**config.mk**
```make
export PLATFORM = sky130hd
export DESIGN_NAME = pan_tilt_pid_speed_command_flat
export DESIGN_NICKNAME = d
export VERILOG_FILES = /design/src/ptp_pkg.sv /design/src/ptp_in_if.sv /design/src/ptp_out_if.sv /design/src/ptp_cfg.sv /design/src/ptp_mul.sv /design/src/pan_tilt_pid_speed_command.sv /design/src/flat_wrapper.sv
export SDC_FILE = /design/constraint.sdc
export NUM_CORES = 2
export LEC_CHECK = 0
export ABC_AREA = 1
export BUFFER_PORTS_ARGS = -buffer_cell sky130_fd_sc_hd__buf_2
export CAP_MARGIN = 20
export CORE_MARGIN = 8
export CORE_UTILIZATION = 35
export CTS_CLUSTER_DIAMETER = 200
export DETAILED_ROUTE_END_ITERATION = 8
export PLACE_DENSITY = 0.61
export SYNTH_ARGS = -nofsm -noshare
export SYNTH_HDL_FRONTEND = slang
export SYNTH_SLANG_ARGS = --single-unit
```
**constraint.sdc**
```tcl
create_clock -name i_clk -period 18.3 [get_ports i_clk]
set_clock_uncertainty 0.05 [all_clocks]
set_input_delay 1.83 -clock i_clk [delete_from_list [all_inputs] [get_ports i_clk]]
set_output_delay 1.83 -clock i_clk [all_outputs]
set_load 0.01 [all_outputs]
```
**src/ptp_pkg.sv**
```systemverilog
// Shared types, widths and constants of the pan-tilt PID speed command block.
package ptp_pkg;

    // Field and register widths
    localparam int OP_W       = 2;
    localparam int GAIN_W     = 32;
    localparam int CENTER_W   = 10;
    localparam int TOL_W      = 8;
    localparam int STEP_W     = 13;
    localparam int PAN_W      = 14;
    localparam int TILT_W     = 13;
    localparam int CFG_IDX_W  = 3;
    localparam int CFG_DATA_W = 32;

    // Parameter defaults
    localparam int PIXEL_BITS_DEF = 10;
    localparam int SUM_BITS_DEF   = 32;

    // Shared multiplier: 32-bit magnitude times 48-bit magnitude, 24 bits per pass
    localparam int MUL_A_W     = 32;
    localparam int MUL_B_W     = 48;
    localparam int MUL_CHUNK_W = 24;
    localparam int MUL_NCH     = MUL_B_W / MUL_CHUNK_W;
    localparam int MUL_CNT_W   = $clog2(MUL_NCH);
    localparam int MUL_P_W     = MUL_A_W + MUL_B_W;

    // PID term and speed arithmetic
    localparam int TERM_W    = 47;
    localparam int ACC_W     = 49;
    localparam int U_W       = 64;
    localparam int FRAC_BITS = 30;
    localparam logic [MUL_P_W-1:0] TERM_LIM = MUL_P_W'(1) << (TERM_W - 1);

    // Q1.14 axis scale factors and speed limits
    localparam int SCALE_W    = 15;
    localparam int PAN_SCALE  = 9077;
    localparam int TILT_SCALE = 18186;
    localparam int SPEED_MIN  = 60;
    localparam int PAN_MAX    = 5000;
    localparam int TILT_MAX   = 2500;

    typedef enum logic [OP_W-1:0] {
        OP_SAMPLE = 2'd0,
        OP_REPORT = 2'd1,
        OP_TOGGLE = 2'd2
    } t_op;

    typedef enum logic [CFG_IDX_W-1:0] {
        CFG_GAIN_PROP  = 3'd0,
        CFG_GAIN_INTEG = 3'd1,
        CFG_GAIN_DERIV = 3'd2,
        CFG_CENTER_X   = 3'd3,
        CFG_CENTER_Y   = 3'd4,
        CFG_PIXEL_TOL  = 3'd5,
        CFG_PAN_STEP   = 3'd6,
        CFG_TILT_STEP  = 3'd7
    } t_cfg_idx;

    typedef struct packed {
        logic signed [GAIN_W-1:0] gain_prop;
        logic signed [GAIN_W-1:0] gain_integral;
        logic signed [GAIN_W-1:0] gain_deriv;
        logic [CENTER_W-1:0]      center_x;
        logic [CENTER_W-1:0]      center_y;
        logic [TOL_W-1:0]         pixel_tolerance;
        logic [STEP_W-1:0]        pan_step_limit;
        logic [STEP_W-1:0]        tilt_step_limit;
    } t_cfg;

    localparam t_cfg CFG_RST = '{
        gain_prop:       '0,
        gain_integral:   '0,
        gain_deriv:      '0,
        center_x:        CENTER_W'(320),
        center_y:        CENTER_W'(180),
        pixel_tolerance: TOL_W'(3),
        pan_step_limit:  STEP_W'(400),
        tilt_step_limit: STEP_W'(800)
    };

endpackage

```
**src/ptp_in_if.sv**
```systemverilog
// Input channel: valid/ready handshake carrying op and target pixel.
interface ptp_in_if
    import ptp_pkg::*;
#(
    parameter int PIXEL_BITS = PIXEL_BITS_DEF
) ();
    logic                  valid;
    logic                  ready;
    logic [OP_W-1:0]       op;
    logic [PIXEL_BITS-1:0] pixel_x;
    logic [PIXEL_BITS-1:0] pixel_y;

    modport source (output valid, output op, output pixel_x, output pixel_y, input ready);
    modport sink   (input valid, input op, input pixel_x, input pixel_y, output ready);
endinterface

```
**src/ptp_out_if.sv**
```systemverilog
// Output channel: valid/ready handshake carrying the pan and tilt speed command.
interface ptp_out_if
    import ptp_pkg::*;
();
    logic                     valid;
    logic                     ready;
    logic signed [PAN_W-1:0]  pan_speed;
    logic signed [TILT_W-1:0] tilt_speed;
    logic                     tracking_active;

    modport source (output valid, output pan_speed, output tilt_speed,
                    output tracking_active, input ready);
    modport sink   (input valid, input pan_speed, input tilt_speed,
                    input tracking_active, output ready);
endinterface

```
**src/ptp_cfg.sv**
```systemverilog
// Configuration register file with reset values and index decode.
module ptp_cfg
    import ptp_pkg::*;
(
    input  logic                  i_clk,
    input  logic                  i_rst_n,
    input  logic                  i_cfg_wr_en,
    input  logic [CFG_IDX_W-1:0]  i_cfg_index,
    input  logic [CFG_DATA_W-1:0] i_cfg_data,
    output t_cfg                  o_cfg
);

    t_cfg r_cfg;

    always_ff @(posedge i_clk) begin
        if (!i_rst_n) begin
            r_cfg <= CFG_RST;
        end else if (i_cfg_wr_en) begin
            unique case (t_cfg_idx'(i_cfg_index))
                CFG_GAIN_PROP:  r_cfg.gain_prop       <= i_cfg_data;
                CFG_GAIN_INTEG: r_cfg.gain_integral   <= i_cfg_data;
                CFG_GAIN_DERIV: r_cfg.gain_deriv      <= i_cfg_data;
                CFG_CENTER_X:   r_cfg.center_x        <= i_cfg_data[CENTER_W-1:0];
                CFG_CENTER_Y:   r_cfg.center_y        <= i_cfg_data[CENTER_W-1:0];
                CFG_PIXEL_TOL:  r_cfg.pixel_tolerance <= i_cfg_data[TOL_W-1:0];
                CFG_PAN_STEP:   r_cfg.pan_step_limit  <= i_cfg_data[STEP_W-1:0];
                CFG_TILT_STEP:  r_cfg.tilt_step_limit <= i_cfg_data[STEP_W-1:0];
            endcase
        end
    end

    assign o_cfg = r_cfg;

endmodule

```
**src/ptp_mul.sv**
```systemverilog
// Iterative unsigned multiplier: one 32x24 partial product per cycle, MSB chunk first.
module ptp_mul
    import ptp_pkg::*;
(
    input  logic               i_clk,
    input  logic               i_rst_n,
    input  logic               i_start,
    input  logic [MUL_A_W-1:0] i_a,
    input  logic [MUL_B_W-1:0] i_b,
    output logic               o_done,
    output logic [MUL_P_W-1:0] o_prod
);

    logic                               r_busy;
    logic                               r_done;
    logic [MUL_CNT_W-1:0]               r_cnt;
    logic [MUL_A_W-1:0]                 r_a;
    logic [MUL_B_W-1:0]                 r_b;
    logic [MUL_P_W-1:0]                 r_acc;
    logic [MUL_A_W+MUL_CHUNK_W-1:0]     pp;

    assign pp = r_a * r_b[r_cnt*MUL_CHUNK_W +: MUL_CHUNK_W];

    always_ff @(posedge i_clk) begin
        if (!i_rst_n) begin
            r_busy <= 1'b0;
            r_done <= 1'b0;
            r_cnt  <= '0;
        end else begin
            // pulse done after the last chunk
            r_done <= !i_start && r_busy && (r_cnt == '0);
            if (i_start) begin
                r_a    <= i_a;
                r_b    <= i_b;
                r_acc  <= '0;
                r_cnt  <= MUL_CNT_W'(MUL_NCH - 1);
                r_busy <= 1'b1;
            end else if (r_busy) begin
                // shift in the next lower chunk
                r_acc <= (r_acc << MUL_CHUNK_W) + MUL_P_W'(pp);
                if (r_cnt == '0) begin
                    r_busy <= 1'b0;
                end else begin
                    r_cnt <= r_cnt - 1'b1;
                end
            end
        end
    end

    assign o_done = r_done;
    assign o_prod = r_acc;

endmodule

```
**src/pan_tilt_pid_speed_command.sv**
```systemverilog
// Top level: two-axis PID speed command sequencer around one shared multiplier.
//
//  Channel  Dir  Beat contents                                  Flow control
//  i_in     in   op, pixel_x, pixel_y                           valid / ready
//  o_out    out  pan_speed, tilt_speed, tracking_active         valid / ready
//  cfg      in   i_cfg_index, i_cfg_data                        i_cfg_wr_en, never stalls
//
//  Report, toggle and dropped samples are each handled in S_IDLE. A handled sample with control
//  on runs per axis four multiplies through ptp_mul (P alone and the scale on the first step
//  after a toggle), then the states S_RL, S_LIM, S_FIX and S_RND for rate limiting, flooring,
//  saturation and rounding. With control off a sample goes straight to S_OUT with zero
//  speeds.
//  Reset is synchronous, active low; it clears control state and loads register defaults.
//  i_in is held off while a sample is in flight; the finished beat waits in the output
//  register, and a following sample stalls only if that beat is still not taken.
module pan_tilt_pid_speed_command
    import ptp_pkg::*;
#(
    parameter int PIXEL_BITS = PIXEL_BITS_DEF,
    parameter int SUM_BITS   = SUM_BITS_DEF
) (
    input  logic                  i_clk,
    input  logic                  i_rst_n,
    input  logic                  i_cfg_wr_en,
    input  logic [CFG_IDX_W-1:0]  i_cfg_index,
    input  logic [CFG_DATA_W-1:0] i_cfg_data,
    ptp_in_if.sink                i_in,
    ptp_out_if.source             o_out
);

    // error width covers center minus pixel for either operand width
    localparam int E_W     = ((PIXEL_BITS > CENTER_W) ? PIXEL_BITS : CENTER_W) + 1;
    localparam int DE_W    = E_W + 1;
    localparam int UMAX_W  = $clog2(PAN_MAX + 1);

    localparam logic signed [ACC_W-1:0] ACC_LIM = ACC_W'(1) <<< (TERM_W - 1);
    localparam logic signed [U_W-1:0]   MIN_U   = U_W'(SPEED_MIN) <<< FRAC_BITS;
    localparam logic [U_W-1:0]          HALF_U  = U_W'(1) << (FRAC_BITS - 1);
    localparam logic signed [SUM_BITS-1:0] SUM_MAX = {1'b0, {(SUM_BITS-1){1'b1}}};
    localparam logic signed [SUM_BITS-1:0] SUM_MIN = {1'b1, {(SUM_BITS-1){1'b0}}};

    typedef enum logic [3:0] {
        S_IDLE,
        S_P_GO,
        S_P_WAIT,
        S_I_GO,
        S_I_WAIT,
        S_D_GO,
        S_D_WAIT,
        S_S_GO,
        S_S_WAIT,
        S_RL,
        S_LIM,
        S_FIX,
        S_RND,
        S_OUT
    } t_state;

    t_cfg cfg;

    t_state                     r_state;
    logic signed [E_W-1:0]      r_err_x, r_err_y;
    logic signed [E_W-1:0]      r_prev_x, r_prev_y;
    logic signed [SUM_BITS-1:0] r_sum_x, r_sum_y;
    logic signed [PAN_W-1:0]    r_last_pan;
    logic signed [TILT_W-1:0]   r_last_tilt;
    logic                       r_far_x, r_far_y;
    logic                       r_first, r_ctrl, r_fresh, r_axis;
    logic signed [ACC_W-1:0]    r_acc;
    logic signed [U_W-1:0]      r_u;
    logic                       r_hi, r_lo, r_neg;
    logic signed [PAN_W-1:0]    r_res_pan;
    logic signed [TILT_W-1:0]   r_res_tilt;
    logic                       r_out_valid;
    logic signed [PAN_W-1:0]    r_out_pan;
    logic signed [TILT_W-1:0]   r_out_tilt;
    logic                       r_out_trk;

    // sample errors at accept
    logic signed [E_W-1:0] in_ex, in_ey;
    logic [E_W-1:0]        in_ax, in_ay;
    logic                  in_far_x, in_far_y;

    // per-axis selection
    logic signed [E_W-1:0]      s_err, s_prev;
    logic signed [SUM_BITS-1:0] s_sum;
    logic signed [PAN_W-1:0]    s_last;
    logic [STEP_W-1:0]          s_step;
    logic [UMAX_W-1:0]          s_umax;
    logic [SCALE_W-1:0]         s_scale;
    logic                       s_far;

    // shared multiplier
    logic               mul_start, mul_done, mul_neg;
    logic [MUL_A_W-1:0] mul_a;
    logic [MUL_B_W-1:0] mul_b;
    logic [MUL_P_W-1:0] mul_prod;

    logic signed [DE_W-1:0]    d_err;
    logic signed [ACC_W-1:0]   acc_clamped;
    logic [TERM_W-1:0]         term_mag;
    logic signed [ACC_W-1:0]   term;
    logic signed [U_W-1:0]     u_scaled;
    logic signed [U_W-1:0]     old_u, lim_u, diff_u, umax_u, fix_u;
    logic                      in_band, pos;
    logic [U_W-1:0]            u_mag, u_rnd;
    logic signed [PAN_W-1:0]   rnd_val, res_val;
    logic signed [SUM_BITS:0]  sum_wide;
    logic signed [SUM_BITS-1:0] sum_new;

    ptp_cfg u_cfg (
        .i_clk       (i_clk),
        .i_rst_n     (i_rst_n),
        .i_cfg_wr_en (i_cfg_wr_en),
        .i_cfg_index (i_cfg_index),
        .i_cfg_data  (i_cfg_data),
        .o_cfg       (cfg)
    );

    ptp_mul u_mul (
        .i_clk   (i_clk),
        .i_rst_n (i_rst_n),
        .i_start (mul_start),
        .i_a     (mul_a),
        .i_b     (mul_b),
        .o_done  (mul_done),
        .o_prod  (mul_prod)
    );

    // error = center - pixel, and the dead-zone test on its magnitude
    always_comb begin
        in_ex    = $signed(E_W'(cfg.center_x)) - $signed(E_W'(i_in.pixel_x));
        in_ey    = $signed(E_W'(cfg.center_y)) - $signed(E_W'(i_in.pixel_y));
        in_ax    = $unsigned(in_ex[E_W-1] ? -in_ex : in_ex);
        in_ay    = $unsigned(in_ey[E_W-1] ? -in_ey : in_ey);
        in_far_x = in_ax > E_W'(cfg.pixel_tolerance);
        in_far_y = in_ay > E_W'(cfg.pixel_tolerance);
    end

    always_comb begin
        s_err   = r_axis ? r_err_y  : r_err_x;
        s_prev  = r_axis ? r_prev_y : r_prev_x;
        s_sum   = r_axis ? r_sum_y  : r_sum_x;
        s_last  = r_axis ? PAN_W'(r_last_tilt) : r_last_pan;
        s_step  = r_axis ? cfg.tilt_step_limit : cfg.pan_step_limit;
        s_umax  = r_axis ? UMAX_W'(TILT_MAX) : UMAX_W'(PAN_MAX);
        s_scale = r_axis ? SCALE_W'(TILT_SCALE) : SCALE_W'(PAN_SCALE);
        s_far   = r_axis ? r_far_y : r_far_x;
    end

    // operand select: magnitudes into the unsigned multiplier, sign kept aside
    always_comb begin
        d_err = DE_W'(s_err) - DE_W'(s_prev);
        if (r_acc > ACC_LIM) begin
            acc_clamped = ACC_LIM;
        end else if (r_acc < -ACC_LIM) begin
            acc_clamped = -ACC_LIM;
        end else begin
            acc_clamped = r_acc;
        end
        mul_start = 1'b0;
        mul_a     = '0;
        mul_b     = '0;
        mul_neg   = 1'b0;
        unique case (r_state)
            S_P_GO: begin
                mul_start = 1'b1;
                mul_a     = $unsigned(cfg.gain_prop[GAIN_W-1] ? -cfg.gain_prop
                                                              : cfg.gain_prop);
                mul_b     = MUL_B_W'($unsigned(s_err[E_W-1] ? -s_err : s_err));
                mul_neg   = cfg.gain_prop[GAIN_W-1] ^ s_err[E_W-1];
            end
            S_I_GO: begin
                mul_start = 1'b1;
                mul_a     = $unsigned(cfg.gain_integral[GAIN_W-1] ? -cfg.gain_integral
                                                                  : cfg.gain_integral);
                mul_b     = MUL_B_W'($unsigned(s_sum[SUM_BITS-1] ? -s_sum : s_sum));
                mul_neg   = cfg.gain_integral[GAIN_W-1] ^ s_sum[SUM_BITS-1];
            end
            S_D_GO: begin
                mul_start = 1'b1;
                mul_a     = $unsigned(cfg.gain_deriv[GAIN_W-1] ? -cfg.gain_deriv
                                                               : cfg.gain_deriv);
                mul_b     = MUL_B_W'($unsigned(d_err[DE_W-1] ? -d_err : d_err));
                mul_neg   = cfg.gain_deriv[GAIN_W-1] ^ d_err[DE_W-1];
            end
            S_S_GO: begin
                mul_start = 1'b1;
                mul_a     = MUL_A_W'(s_scale);
                mul_b     = MUL_B_W'($unsigned(acc_clamped[ACC_W-1] ? -acc_clamped
                                                                    : acc_clamped));
                mul_neg   = acc_clamped[ACC_W-1];
            end
            default: begin
                mul_start = 1'b0;
            end
        endcase
    end

    // saturate each PID product at 2^46 and restore its sign
    always_comb begin
        term_mag = (mul_prod > TERM_LIM) ? TERM_LIM[TERM_W-1:0] : mul_prod[TERM_W-1:0];
        term     = r_neg ? -$signed(ACC_W'(term_mag)) : $signed(ACC_W'(term_mag));
        u_scaled = r_neg ? -$signed(U_W'(mul_prod)) : $signed(U_W'(mul_prod));
    end

    // rate limit, floor, saturate, round
    always_comb begin
        old_u   = U_W'(s_last) <<< FRAC_BITS;
        lim_u   = $signed(U_W'(s_step)) <<< FRAC_BITS;
        umax_u  = $signed(U_W'(s_umax)) <<< FRAC_BITS;
        diff_u  = r_u - old_u;
        in_band = (r_u < MIN_U) && (r_u > -MIN_U);
        // a rate-limited speed takes the floor sign from the last command
        pos    = (r_hi || r_lo) ? !s_last[PAN_W-1] : !r_u[U_W-1];
        if (in_band) begin
            fix_u = s_far ? (pos ? MIN_U : -MIN_U) : '0;
        end else if (r_u > umax_u) begin
            fix_u = umax_u;
        end else if (r_u < -umax_u) begin
            fix_u = -umax_u;
        end else begin
            fix_u = r_u;
        end
        u_mag   = $unsigned(r_u[U_W-1] ? -r_u : r_u);
        u_rnd   = (u_mag + HALF_U) >> FRAC_BITS;
        rnd_val = $signed(PAN_W'(u_rnd));
        res_val = r_u[U_W-1] ? -rnd_val : rnd_val;
    end

    // error sum saturates at the sum width
    always_comb begin
        sum_wide = (SUM_BITS+1)'(s_sum) + (SUM_BITS+1)'(s_err);
        if (sum_wide[SUM_BITS] != sum_wide[SUM_BITS-1]) begin
            sum_new = sum_wide[SUM_BITS] ? SUM_MIN : SUM_MAX;
        end else begin
            sum_new = sum_wide[SUM_BITS-1:0];
        end
    end

    always_ff @(posedge i_clk) begin
        if (!i_rst_n) begin
            r_state     <= S_IDLE;
            r_prev_x    <= '0;
            r_prev_y    <= '0;
            r_sum_x     <= '0;
            r_sum_y     <= '0;
            r_last_pan  <= '0;
            r_last_tilt <= '0;
            r_first     <= 1'b1;
            r_ctrl      <= 1'b0;
            r_fresh     <= 1'b0;
            r_axis      <= 1'b0;
            r_out_valid <= 1'b0;
        end else begin
            // drop the taken beat unless S_OUT reloads the register this cycle
            if (r_out_valid && o_out.ready && (r_state != S_OUT)) begin
                r_out_valid <= 1'b0;
            end
            unique case (r_state)
                S_IDLE: begin
                    if (i_in.valid) begin
                        unique case (i_in.op)
                            OP_REPORT: begin
                                r_fresh <= 1'b1;
                            end
                            OP_TOGGLE: begin
                                r_ctrl   <= !r_ctrl;
                                r_prev_x <= '0;
                                r_prev_y <= '0;
                                r_sum_x  <= '0;
                                r_sum_y  <= '0;
                                r_first  <= 1'b1;
                                r_fresh  <= 1'b0;
                            end
                            OP_SAMPLE: begin
                                // drop a sample that has no fresh position report
                                if (r_fresh) begin
                                    r_fresh <= 1'b0;
                                    r_err_x <= in_ex;
                                    r_err_y <= in_ey;
                                    r_far_x <= in_far_x;
                                    r_far_y <= in_far_y;
                                    if (r_ctrl) begin
                                        r_axis  <= 1'b0;
                                        r_state <= S_P_GO;
                                    end else begin
                                        r_res_pan  <= '0;
                                        r_res_tilt <= '0;
                                        r_prev_x   <= in_ex;
                                        r_prev_y   <= in_ey;
                                        r_state    <= S_OUT;
                                    end
                                end
                            end
                            default: begin
                                r_state <= S_IDLE;
                            end
                        endcase
                    end
                end
                S_P_GO: begin
                    r_neg   <= mul_neg;
                    r_state <= S_P_WAIT;
                end
                S_P_WAIT: begin
                    if (mul_done) begin
                        r_acc   <= term;
                        // first step after a toggle runs on P alone
                        r_state <= r_first ? S_S_GO : S_I_GO;
                    end
                end
                S_I_GO: begin
                    r_neg   <= mul_neg;
                    r_state <= S_I_WAIT;
                end
                S_I_WAIT: begin
                    if (mul_done) begin
                        r_acc   <= r_acc + term;
                        r_state <= S_D_GO;
                    end
                end
                S_D_GO: begin
                    r_neg   <= mul_neg;
                    r_state <= S_D_WAIT;
                end
                S_D_WAIT: begin
                    if (mul_done) begin
                        r_acc   <= r_acc + term;
                        r_state <= S_S_GO;
                    end
                end
                S_S_GO: begin
                    r_neg   <= mul_neg;
                    r_state <= S_S_WAIT;
                end
                S_S_WAIT: begin
                    if (mul_done) begin
                        r_u     <= u_scaled;
                        r_state <= S_RL;
                    end
                end
                S_RL: begin
                    r_hi    <= diff_u > lim_u;
                    r_lo    <= diff_u < -lim_u;
                    r_state <= S_LIM;
                end
                S_LIM: begin
                    if (r_hi) begin
                        r_u <= old_u + lim_u;
                    end else if (r_lo) begin
                        r_u <= old_u - lim_u;
                    end
                    r_state <= S_FIX;
                end
                S_FIX: begin
                    r_u     <= fix_u;
                    r_state <= S_RND;
                end
                S_RND: begin
                    if (r_axis) begin
                        r_res_tilt  <= TILT_W'(res_val);
                        r_last_tilt <= TILT_W'(res_val);
                        r_sum_y     <= sum_new;
                        r_first     <= 1'b0;
                        r_prev_x    <= r_err_x;
                        r_prev_y    <= r_err_y;
                        r_state     <= S_OUT;
                    end else begin
                        r_res_pan  <= res_val;
                        r_last_pan <= res_val;
                        r_sum_x    <= sum_new;
                        r_axis     <= 1'b1;
                        r_state    <= S_P_GO;
                    end
                end
                S_OUT: begin
                    // hold until the previous beat has left the output register
                    if (!r_out_valid || o_out.ready) begin
                        r_out_valid <= 1'b1;
                        r_out_pan   <= r_res_pan;
                        r_out_tilt  <= r_res_tilt;
                        r_out_trk   <= r_ctrl;
                        r_state     <= S_IDLE;
                    end
                end
                default: begin
                    r_state <= S_IDLE;
                end
            endcase
        end
    end

    assign i_in.ready            = (r_state == S_IDLE);
    assign o_out.valid           = r_out_valid;
    assign o_out.pan_speed       = r_out_pan;
    assign o_out.tilt_speed      = r_out_tilt;
    assign o_out.tracking_active = r_out_trk;

endmodule

```
**src/flat_wrapper.sv**
```systemverilog
// flat-port wrapper written by rule: the top's interface ports become plain ports
module pan_tilt_pid_speed_command_flat import ptp_pkg::*;
#(
    parameter int PIXEL_BITS = PIXEL_BITS_DEF,
    parameter int SUM_BITS   = SUM_BITS_DEF
)
  (i_clk, i_rst_n, i_cfg_wr_en, i_cfg_index, i_cfg_data, i_in_valid, i_in_op, i_in_pixel_x, i_in_pixel_y, i_in_ready, o_out_valid, o_out_pan_speed, o_out_tilt_speed, o_out_tracking_active, o_out_ready);
  ptp_in_if #(.PIXEL_BITS(PIXEL_BITS)) i_in_i ();
  ptp_out_if o_out_i ();
  input  logic i_clk;
  input  logic i_rst_n;
  input  logic i_cfg_wr_en;
  input  logic [CFG_IDX_W-1:0] i_cfg_index;
  input  logic [CFG_DATA_W-1:0] i_cfg_data;
  input wire logic [$bits(i_in_i.valid)-1:0] i_in_valid;
  input wire logic [$bits(i_in_i.op)-1:0] i_in_op;
  input wire logic [$bits(i_in_i.pixel_x)-1:0] i_in_pixel_x;
  input wire logic [$bits(i_in_i.pixel_y)-1:0] i_in_pixel_y;
  output wire logic [$bits(i_in_i.ready)-1:0] i_in_ready;
  output wire logic [$bits(o_out_i.valid)-1:0] o_out_valid;
  output wire logic [$bits(o_out_i.pan_speed)-1:0] o_out_pan_speed;
  output wire logic [$bits(o_out_i.tilt_speed)-1:0] o_out_tilt_speed;
  output wire logic [$bits(o_out_i.tracking_active)-1:0] o_out_tracking_active;
  input wire logic [$bits(o_out_i.ready)-1:0] o_out_ready;
  assign i_in_i.valid = i_in_valid;
  assign i_in_i.op = i_in_op;
  assign i_in_i.pixel_x = i_in_pixel_x;
  assign i_in_i.pixel_y = i_in_pixel_y;
  assign i_in_ready = i_in_i.ready;
  assign o_out_valid = o_out_i.valid;
  assign o_out_pan_speed = o_out_i.pan_speed;
  assign o_out_tilt_speed = o_out_i.tilt_speed;
  assign o_out_tracking_active = o_out_i.tracking_active;
  assign o_out_i.ready = o_out_ready;
  pan_tilt_pid_speed_command #(.PIXEL_BITS(PIXEL_BITS), .SUM_BITS(SUM_BITS)) u_core (.i_clk(i_clk), .i_rst_n(i_rst_n), .i_cfg_wr_en(i_cfg_wr_en), .i_cfg_index(i_cfg_index), .i_cfg_data(i_cfg_data), .i_in(i_in_i), .o_out(o_out_i));
endmodule
```
==> reports/metrics.cfg <==
[sta]
hold_violations = 0
rsz0062_at_grt = false
period_share_pct = 50.1
setup_tns_ns = 0
worst_pin_slew_ns = 1.17
setup_viol = 0
period_needed_ns = 9.18
max_freq_ghz = 0.109
slew_headroom_pct = 21.2
report.final.slew_viol_count = 0

[synthesis]
postSynthAreaPerCell_um2 = 7.36
yosys_warnings = 0
ys_seq_area_share_pct = 22.5
syn_nets = 11000
synth_cell_types = 71
netlist_area_um2 = 71900
syn_inst = 9767
ys.flop_type = edfxtp_1
synth_area_leaders = fa_1 (19%), edfxtp_1 (15%), nand2_1 (8.9%)
synth_top_area_share_pct = 19.5
async_flop_share_pct = 0
synth_top_cell_by_area = fa_1
synth_edf_count = 355
ys_seq_elements = 630

[drt]
drc_errors = 0
dr.pass1.iters = 6
num_vias = 66900
routed_wl_um = 264000
viasPerCell = 5.37
detail_route.wl_per_cell_um = 21.2
ant_nets = 0
drt_iter0_drc = 6622

[grt]
grt_pass1_wl_um = 401000
first_global_vias = 66100
antenna_found_initial = 18
grt_max_degree = 96
overflow = 0
grt_usage_pct = 23.5

[floorplan]
rows = 166
start_util_pct = 35.2
fp.dieArea_um2 = 220000
coreArea_um2 = 204000
io_pins = 92
die_x_um = 469
die_h_um = 469

[setup_path]
critPathSlowestCell = inv_1
reg2reg_to = u_core.u_mul.o_prod[79]$_SDFFCE_PP0P_
worstSetupStartpoint = u_core.u_mul.r_cnt$_SDFFE_PN0N_
crit_path_start_kind = flip-flop
slowest_delay_ns = 0.97
r2r-start = u_core.u_mul.r_cnt$_SDFFE_PN0N_
cp.arrival_ns = 9.54
r2r_slack_ns = 9.12
crit_type = reg2reg
cp-end-kind = flip-flop
r2r_cells = 31
required_ns = 18.67
crit_path_max_fanout = 22

[layout]
drive_above_1_share_pct = 5.78
nNetsFinal = 10900
fin_cells = 12500
multiInputGateArea_um2 = 48000
fin_util_pct = 38.3
fill_cells = 21500
seqCellArea_um2 = 16200
area_growth_syn_to_layout_pct = 8.83

[clocking]
postCtsSetupBuffers = 0
cts-buffers-inserted = 78
clock-root-buffer = clkbuf_16
cts_tree = yes
clock-sinks = 630
h-tree-depth = 3
cts_repair_resize_count = 0
cts_hold_buffers = 0
clk_pin_slew_worst_paths_ns = 0.06
clk_latency_ns = 0.70
cts_buffer_depth = 3

[worst_hold_path]
worstHoldEndpoint = u_core.o_out.pan_speed[10]$_DFFE_PP_
hold_start = u_core.r_res_pan[10]$_SDFFCE_PN0P_
hold_depth = 0
hold_class = reg2reg

[place]
hpwl_um = 210000
gp_congestion = 0.991
io_buffers = 91
dp_cells = 12300

[job]
drv_cap = 0

[run_status]
status = finished clean

-- critical path, delay by kind of cell (launching register included) --
| family | cells | cell delay, ns |
|---|---|---|
| simple gates | 11 | 1.84 |
| fa+ha+maj | 8 | 4.18 |
| buf+inv | 8 | 1.75 |
| compound gates | 4 | 0.76 |
| flops | 1 | 0.31 |
-- synthesized netlist by cell type (41+ instances only) --
master and n:
nand3_1 406, a21oi_1 701, edfxtp_1 355, ha_1 453
fa_1 699, or2_2 112, o211ai_1 41, o21a_1 44
xor2_1 140, nand2_1 1705, nor2_1 1295, nor3_1 155
xnor2_1 47, inv_1 1701, dfxtp_1 275, a31oi_1 63
clkbuf_1 286, o21ai_0 712, nand4_1 98
-- cell type report --
cell class                 count  area share, %
tap                         2688           4.30
clock inverter                40          0.694
clock buffer                 104           2.90
antenna                        3        0.00960
sequential                   630           20.7
inverter                    1734           8.32
multi-input combinational   7061           61.4
timing repair buffer         201           1.70
-- cell usage in the layout, fill, tap and decap left out, drive strengths merged, types with 12 or more instances in the layout --
cell     instances
inv           1721
nand2         1715
nor2          1310
o21ai          765
a21oi          701
fa             699
ha             453
nand3          411
edfxtp         355
dfxtp          275
buf            200
nor3           165
xor2           140
or2            132
clkbuf         104
nand4          102
a31oi           64
xnor2           47
o21a            44
o211ai          41
clkinv          40
nor4            39
o21bai          27
a21o            24
nand3b          22
a221oi          17
o221ai          16
a21boi          15
o2111ai         14
mux2i           13
a211oi          12
-- worst max-delay path by stage --
| stage | end | slack [ns] | cells past startpoint |
|---|---|---|---|
| global route | u_core.u_mul.o_prod[79]$_SDFFCE_PP0P_ | 8.56 | 31 |
| finish | u_core.u_mul.o_prod[79]$_SDFFCE_PP0P_ | 9.12 | 31 |
| global placement | u_core.u_mul.o_prod[71]$_SDFFCE_PP0P_ | 9.24 | 31 |
| CTS | u_core.u_mul.o_prod[71]$_SDFFCE_PP0P_ | 9.28 | 31 |
| detailed placement | u_core.u_mul.o_prod[79]$_SDFFCE_PP0P_ | 9.33 | 31 |
| floorplan | u_core.r_u[0]$_DFFE_PP_ | 10.47 | 16 |
-- flip-flops by register name, indices dropped and copies added (netlist names), 14 cells and up --
signal and flops:
u_core.r_acc 49, u_core.r_last_pan 14, u_core.u_cfg.o_cfg 150, u_core.u_mul.r_b 48, u_core.r_sum_x 32, u_core.r_sum_y 32
u_core.u_mul.r_a 32, u_core.r_res_pan 14, u_core.r_u 64, u_core.u_mul.o_prod 80, u_core.o_out.pan_speed 14
-- through the flow --
stage	cell area, um^2	hold WS, ns	worst slack (ns)
final	78200	0.367	9.12
after global routing	78200	0.375	8.56
after CTS	78200	0.370	9.28
after detailed placement	75400	0.355	9.33
after global placement	75300	0.352	9.24
after floorplan	71900	0.350	10.47
-- metal layers --
layer  up-vias  part of all wire (%)  GRT usage, %
met4         6                   4.1          8.28
met3       483                   7.8          3.37
met2      2770                    45          38.2
met1     32400                    43          32.0
li1      31200                     -             -
met5         -                 0.013             0
-- cell families after synthesis --
logic type / count (synthesis) / share of synthesized area (%)
compound gates: 1785 / 13.7
xor+xnor: 187 / 2.28
fa+ha+maj: 1152 / 27.4
buf+inv: 2076 / 11.0
flops: 630 / 22.5
mux: 23 / 0.343
simple gates: 3914 / 22.9
Power is not shown: default switching activity piles up to over one toggle a cycle in this logic, so the estimate is an artifact.
